==> src/hdl/csp_isqrt.sv <==
// ----------------------------------------------------------------------------
// csp_isqrt
// Pipelined integer square root of a 64-bit value, one result bit per stage.
// ----------------------------------------------------------------------------
module csp_isqrt #(
	parameter int SB_W = 8
) (
	input  logic            clk,
	input  logic            arst_n,
	input  logic            en,
	input  logic            vld_i,
	input  logic [63:0]     n_i,
	input  logic [SB_W-1:0] sb_i,
	output logic            vld_o,
	output logic [31:0]     root_o,
	output logic [SB_W-1:0] sb_o
);
	localparam int STAGES = 32;

	logic [63:0]     rem_s [0:STAGES];
	logic [63:0]     res_s [0:STAGES];
	logic            vld_s [0:STAGES];
	logic [SB_W-1:0] sb_s  [0:STAGES];

	assign rem_s[0] = n_i;
	assign res_s[0] = '0;
	assign vld_s[0] = vld_i;
	assign sb_s[0]  = sb_i;

	for (genvar k = 0; k < STAGES; k++) begin : g_stage
		localparam logic [63:0] BIT = 64'(1) << (62 - 2 * k);
		logic [63:0] trial;

		assign trial = res_s[k] + BIT;

		always_ff @(posedge clk or negedge arst_n) begin
			if (!arst_n) begin
				vld_s[k+1] <= 1'b0;
			end else if (en) begin
				vld_s[k+1] <= vld_s[k];
			end
		end

		always_ff @(posedge clk) begin
			if (en) begin
				sb_s[k+1] <= sb_s[k];
				if (rem_s[k] >= trial) begin
					rem_s[k+1] <= rem_s[k] - trial;
					res_s[k+1] <= (res_s[k] >> 1) + BIT;
				end else begin
					rem_s[k+1] <= rem_s[k];
					res_s[k+1] <= res_s[k] >> 1;
				end
			end
		end
	end

	assign vld_o  = vld_s[STAGES];
	assign root_o = res_s[STAGES][31:0];
	assign sb_o   = sb_s[STAGES];
endmodule

==> config.mk <==
export PLATFORM = sky130hd
export DESIGN_NAME = csp_isqrt
export DESIGN_NICKNAME = d
export VERILOG_FILES = /design/src/hdl/csp_isqrt.sv
export SDC_FILE = /design/constraint.sdc
export NUM_CORES = 2
export LEC_CHECK = 0
export BUFFER_PORTS_ARGS = -buffer_cell sky130_fd_sc_hd__buf_4
export CAP_MARGIN = 5
export CORE_MARGIN = 3
export CORE_UTILIZATION = 30
export CTS_CLUSTER_DIAMETER = 200
export DETAILED_ROUTE_END_ITERATION = 8
export PLACE_DENSITY = 0.5
export SYNTH_ARGS = -nofsm -noshare
export SYNTH_HDL_FRONTEND = slang
export SYNTH_SLANG_ARGS = --single-unit
==> constraint.sdc <==
create_clock -name clk -period 3.29 [get_ports clk]
set_input_delay 0.329 -clock clk [delete_from_list [all_inputs] [get_ports clk]]
set_output_delay 0.329 -clock clk [all_outputs]
set_load 0.02 [all_outputs]
Word level (Yosys, flattened, before mapping)
Cells that the tools add are included.
{"block": "word_totals", "regBits": 4288, "input_bits": 76, "out_inout_bits": 41, "word_cells": 345}
{"block": "op_classes", "addsub": 93, "magnitude_cmp": 32, "mux": 63}
{"operator": "64-bit greater-or-equal comparator", "n": 31}
{"operator": "64-bit two-way mux", "n": 31}
{"operator": "63-bit two-way mux", "n": 31}
{"operator": "64-bit subtractor", "n": 30}
{"operator": "63-bit by 11-bit adder with 64-bit output, second input constant", "n": 1}
{"operator": "63-bit by 13-bit adder with 64-bit output, second input constant", "n": 1}
{"operator": "63-bit by 15-bit adder with 64-bit output, second input constant", "n": 1}
{"operator": "63-bit by 17-bit adder with 64-bit output, second input constant", "n": 1}
{"operator": "63-bit by 19-bit adder with 64-bit output, second input constant", "n": 1}
{"operator": "63-bit by 21-bit adder with 64-bit output, second input constant", "n": 1}
{"operator": "63-bit by 23-bit adder with 64-bit output, second input constant", "n": 1}
{"operator": "63-bit by 25-bit adder with 64-bit output, second input constant", "n": 1}
{"operator": "63-bit by 27-bit adder with 64-bit output, second input constant", "n": 1}
{"operator": "63-bit by 29-bit adder with 64-bit output, second input constant", "n": 1}
{"operator": "63-bit by 3-bit adder with 64-bit output, second input constant", "n": 1}
{"operator": "63-bit by 31-bit adder with 64-bit output, second input constant", "n": 1}
{"operator": "63-bit by 33-bit adder with 64-bit output, second input constant", "n": 1}
{"operator": "63-bit by 35-bit adder with 64-bit output, second input constant", "n": 1}
{"operator": "63-bit by 37-bit adder with 64-bit output, second input constant", "n": 1}
{"operator": "63-bit by 39-bit adder with 64-bit output, second input constant", "n": 1}
{"operator": "63-bit by 41-bit adder with 64-bit output, second input constant", "n": 1}
{"operator": "63-bit by 43-bit adder with 64-bit output, second input constant", "n": 1}
{"operator": "63-bit by 45-bit adder with 64-bit output, second input constant", "n": 1}
{"operator": "63-bit by 47-bit adder with 64-bit output, second input constant", "n": 1}
{"operator": "other kinds (45)", "n": 45}

Longest topological paths before layout
{"block": "logic_depth", "word_depth": 3, "depth_mapped": 15, "mapped_depth_nobuf": 13}

Worst setup path before layout
OpenSTA, ideal clock, no wires.
{"block": "synth_path", "path_type": "register -> register", "startpoint": "register rem_s[159] (netlist name)", "endpoint": "register rem_s[105] (netlist name) (data pin)", "setup_ps": 260, "arrival_time_ps": 3255, "required_ps": 3030, "slack_ps": -225, "stages_incl_launch_ff": 12, "path_buffers": 2, "period_less_slack_ps": 3515, "path_cell_list": "edfxtp_1 > ha_1 > buf_2 > nand4_1 > or4_1 > or4_1 > a311o_1 > and2_4 > buf_6 > or4_4 > nor2_1 > xor2_1"}
{"block": "synth_between", "elab_chain_len": 2, "word_cells_on_any_way": 3, "cone_classes": "add/sub: 1; order compare: 1; mux: 1"}
{"item": "from (decl)", "line_no": "20", "source": "logic [63:0] rem_s [0:STAGES];"}
{"item": "from (signal, indexed assignment)", "line_no": "48", "source": "rem_s[k+1] <= rem_s[k] - trial;"}
{"item": "from (signal, indexed assignment)", "line_no": "51", "source": "rem_s[k+1] <= rem_s[k];"}
{"item": "64-bit subtractor / 64-bit greater-or-equal comparator (equally long branches)", "line_no": "48, 47"}
{"item": "64-bit two-way mux *", "line_no": "47", "source": "if (rem_s[k] >= trial) begin"}
Every way passes the cells marked *; elsewhere a longest branch is shown, timed or not.
A chain may end at the register's enable or synchronous reset.

Worst setup path in the final report
{"block": "layout_path", "startpoint": "register rem_s[155] (netlist name)", "endpoint": "register rem_s[121] (netlist name) (data pin)"}
Same word-level chain as after synthesis.

==> summary.txt <==
Run status
  • Result of the run: finished with violations
  • Failing checks: negative setup slack

Setup path
  • CP Data Required Time: 3940 ps
  • CP endpoint kind: flop
  • Worst R2R End: rem_s[121]
  • Critical-path top delay cell: or4_4
  • Crit-path leading delay family: simple AND/OR/NAND/NOR gates
  • R2r setup slk: -300 ps
  • Worst reg2reg path startpoint: rem_s[155]
  • WP buf/inv: 2
  • Worst EP arrival: around 4200 ps
  • CP max FO: 5
  • CP startpoint kind: flop
  • R2R cell count: 12
  • CP peak stage delay: 590 ps
  • Worst-path cell chain: ha_4 -> nand4_1 -> or4_4 -> or4_4 -> a311o_2 -> and2_4 -> inv_4 -> o211a_4 -> nand2_4 -> buf_12 -> nor3_4 -> xor2_1
  • Most common cell on crit path: or4_4
  • Crit path kind: reg -> reg

Clocking
  • CTS tree: built
  • Clock Root Buffer: clkbuf_16
  • Clk sinks: 2800
  • H-tree depth: 5
  • CTS Buffer Depth: 4
  • Worst-path clk slew: 60 ps
  • Worst skew pair latency: 960 ps
  • Cts bufs inserted: 317

Route
  • Post-Route WL: 358000 µm
  • Vias post-DR: 86276
  • First-pass iteration count of the detailed router: 6
  • Wire length per cell: between 15 and 20 µm
  • Routed Antenna Nets: 0
  • Post-DR vias/cell: 4.81
  • DRT iter0 DRCs: 5639
  • Drt drc: 0

Pwr
  • Sw Share: 0.297
  • Comb pwr share: 0.254
  • Pwr Density: 672 nW/µm²
  • NetSw: between 0.03 and 0.04 W
  • Clock power share: 0.316
  • Max IR drop VDD: 0.000591 V
  • Internal: between 0.07 and 0.08 W
  • Lkg Pwr: approximately 65 nW
  • Flop pwr share: 0.430

Yosys
  • Synth area leaders: edfxtp_1 (65%), ha_1 (5.4%), xnor2_1 (3.1%)
  • Predominant post-synthesis flop cell: edfxtp_1
  • Syn Std Cell Area: 129000 µm²
  • Distinct cells, synth: 99
  • Synthesized instance count: 9828
  • Largest area contributor in the netlist: edfxtp_1
  • Yosys Warn Count: 0
  • Synthesized flop and latch total: between 2000 and 3000
  • Post-synth EDFFs: 2768
  • Most frequent cell after synthesis: edfxtp_1
  • Post-synth top cells: edfxtp_1 (2768), inv_1 (691), a21oi_1 (625), nor2_1 (607), nand2_1 (593)
  • Syn avg cell area: 13.1 µm²
  • Area share of the largest cell type after synthesis: 0.645
  • FFs w/ async S/R, synth: 0.0114
  • Register area share after synthesis: 0.651
  • Syn nets: approximately 10000

STA
  • Max Slew Vio Count: 0
  • Worst rel slew slack: 0.259
  • Worst-margin pin slew: 1100 ps
  • Hold_ws: 112 ps
  • RSZ-0062 raised after global routing: true
  • Clock skew: 97.9 ps
  • Tcrit/Tclk final: 1.09
  • Endpoints failing hold: 0
  • Max Clock Freq: 279 MHz
  • Final setup violation count: 141
  • Fin crit period: 3590 ps
  • Final WS setup: -299 ps

Flow run
  • Max-cap violations: 0

Worst hold path
  • Hold_sp: sb_i[6]
  • Hold worst-path end: sb_s[254]
  • Tightest Hold Check Type: in -> reg
  • Hold path depth: 2

Die
  • Overall die height: 661 µm
  • Die W: approximately 660 µm
  • Die area: ~440000 µm²
  • I/O Pins: ~120
  • Rows: 240
  • Initial core utilization: 0.301
  • Area of the core: 428000 µm²

Place
  • RD Place Congestion: 0.909
  • Dpl cell area: about 150000 µm²
  • Place WS: -854 ps
  • IO buf count: roughly 120
  • Post-DP HPWL: between 200000 and 300000 µm

Finish
  • Layout cell share with drive strength beyond 1: 0.275
  • Layout area overhead: 30.6%
  • Filler Cells Inserted: 40161
  • Register area: 83900 µm²
  • Final Cell Area: 168000 µm²
  • Post-layout nets: 12638
  • Footprint of the multi-input gates: approximately 47000 µm²

Global routing
  • Vias in the first global route: 88290
  • Initial antenna violation count: 11
  • GRT overflow: 0
  • First-pass GRT wire length: about 530000 µm
  • Largest net degree at the start of global routing: between 100 and 150
  • Gr usage total: 0.157
## how the worst max path moves through the flow
| stage | slack [ps] | start | to | cells after the start |
|---|---|---|---|---|
| finish | -300 | rem_s[155] | rem_s[121] | 12 |
| global route | -370 | rem_s[152] | rem_s[115] | 10 |
| CTS | -200 | rem_s[152] | rem_s[117] | 11 |
| detailed placement | -850 | rem_s[152] | rem_s[124] | 11 |
| global placement | -790 | rem_s[152] | rem_s[122] | 11 |
| floorplan | -50 | rem_s[154] | rem_s[105] | 11 |
## metal layers
| metal | share of wire | vias up | global-route usage |
|---|---|---|---|
| met4 | 0.032 | 0 | 0.0470 |
| met5 | 0 | - | 0 |
| met3 | 0.038 | 564 | 0.0195 |
| li1 | - | 41306 | - |
| met2 | 0.51 | 1733 | 0.282 |
| met1 | 0.42 | 42673 | 0.196 |
## state kept, by name, summed over array words and instances (netlist names)
| name | count |
|---|---|
| root_o | 32 |
| vld_o | 1 |
| sb_s | 248 |
| vld_s | 31 |
| rem_s | 1984 |
| res_s | 496 |
| sb_o | 8 |
## stage by stage
step                instances  power, W  setup TNS [ps]  utilization
floorplan                9828    0.0621           -77.4            -
global placement        17008    0.0745         -116830        0.347
detailed placement      17008    0.0747         -134120        0.347
CTS                     17764     0.112           -6310        0.382
global route            17949     0.119          -32910        0.394
finish                  17950     0.113          -15400        0.394
## logic make-up (layout without fill, tap and decap cells)
logic type,count (synthesis),count (layout),synth area share
flops,2800,2800,0.651
simple gates,2742,2742,0.110
compound gates,1846,1848,0.0890
buf+inv,894,3324,0.0266
xor+xnor,875,875,0.0595
fa+ha+maj,558,558,0.0542
mux,113,113,0.00981
other cells,0,3,0
## worst reg2reg max path: stages, from the launching register on
cell	delay, ps
edfxtp_1	430
ha_4	300
nand4_1	160
or4_4	590
or4_4	440
a311o_2	480
and2_4	230
inv_4	60
o211a_4	190
nand2_4	80
buf_12	200
nor3_4	110
xor2_1	80
## what timing repair did
item / CTS / global route
hold endpoints to repair: 107 / 0
hold buffers: 78 / 0
cloned: 5 / 19
resized for setup: 508 / 683
pin swaps: 174 / 316
buffers inserted: 105 / 178
endpoints found under the setup margin: 620 / 660
## power by group through the flow
stage | combinational [W] | sequential, W | clock, W
floorplan | 0.0146 | 0.0475 | 0
global placement | 0.0254 | 0.0491 | 0
detailed placement | 0.0256 | 0.0492 | 0
CTS | 0.0270 | 0.0485 | 0.0369
global route | 0.0315 | 0.0491 | 0.0384
finish | 0.0288 | 0.0486 | 0.0358
## cell usage in the layout, fill, tap and decap left out, types with 48 or more instances in the layout
master,n
o21ai_1,61
nor2b_1,73
nand4_1,157
inv_1,662
clkbuf_16,332
dlygate4sd3_1,77
ha_1,480
nand2_1,547
buf_6,88
o21a_1,90
buf_12,64
a21o_1,255
mux2_2,103
clkinv_2,48
o21ai_0,337
xnor2_1,421
ha_4,69
a21oi_2,54
buf_4,1802
nand3_1,135
xor2_1,406
clkbuf_1,58
nor2_1,546
a21oi_1,564
edfxtp_1,2768
nor3_2,52
nor4_1,274
nand2b_1,93
or3_1,81
o21bai_1,57
nor3_1,191
## layout make-up
class / count / area share
multi-input combinational: 6136 / 0.279
inverter: 693 / 0.0156
clock inverter: 198 / 0.0140
clock buffer: 377 / 0.0487
sequential: 2800 / 0.499
timing repair buffer: 2056 / 0.102
antenna: 3 / 0.0000446
tap: 5687 / 0.0423
Note: power is estimated with default switching activity, not from simulation.
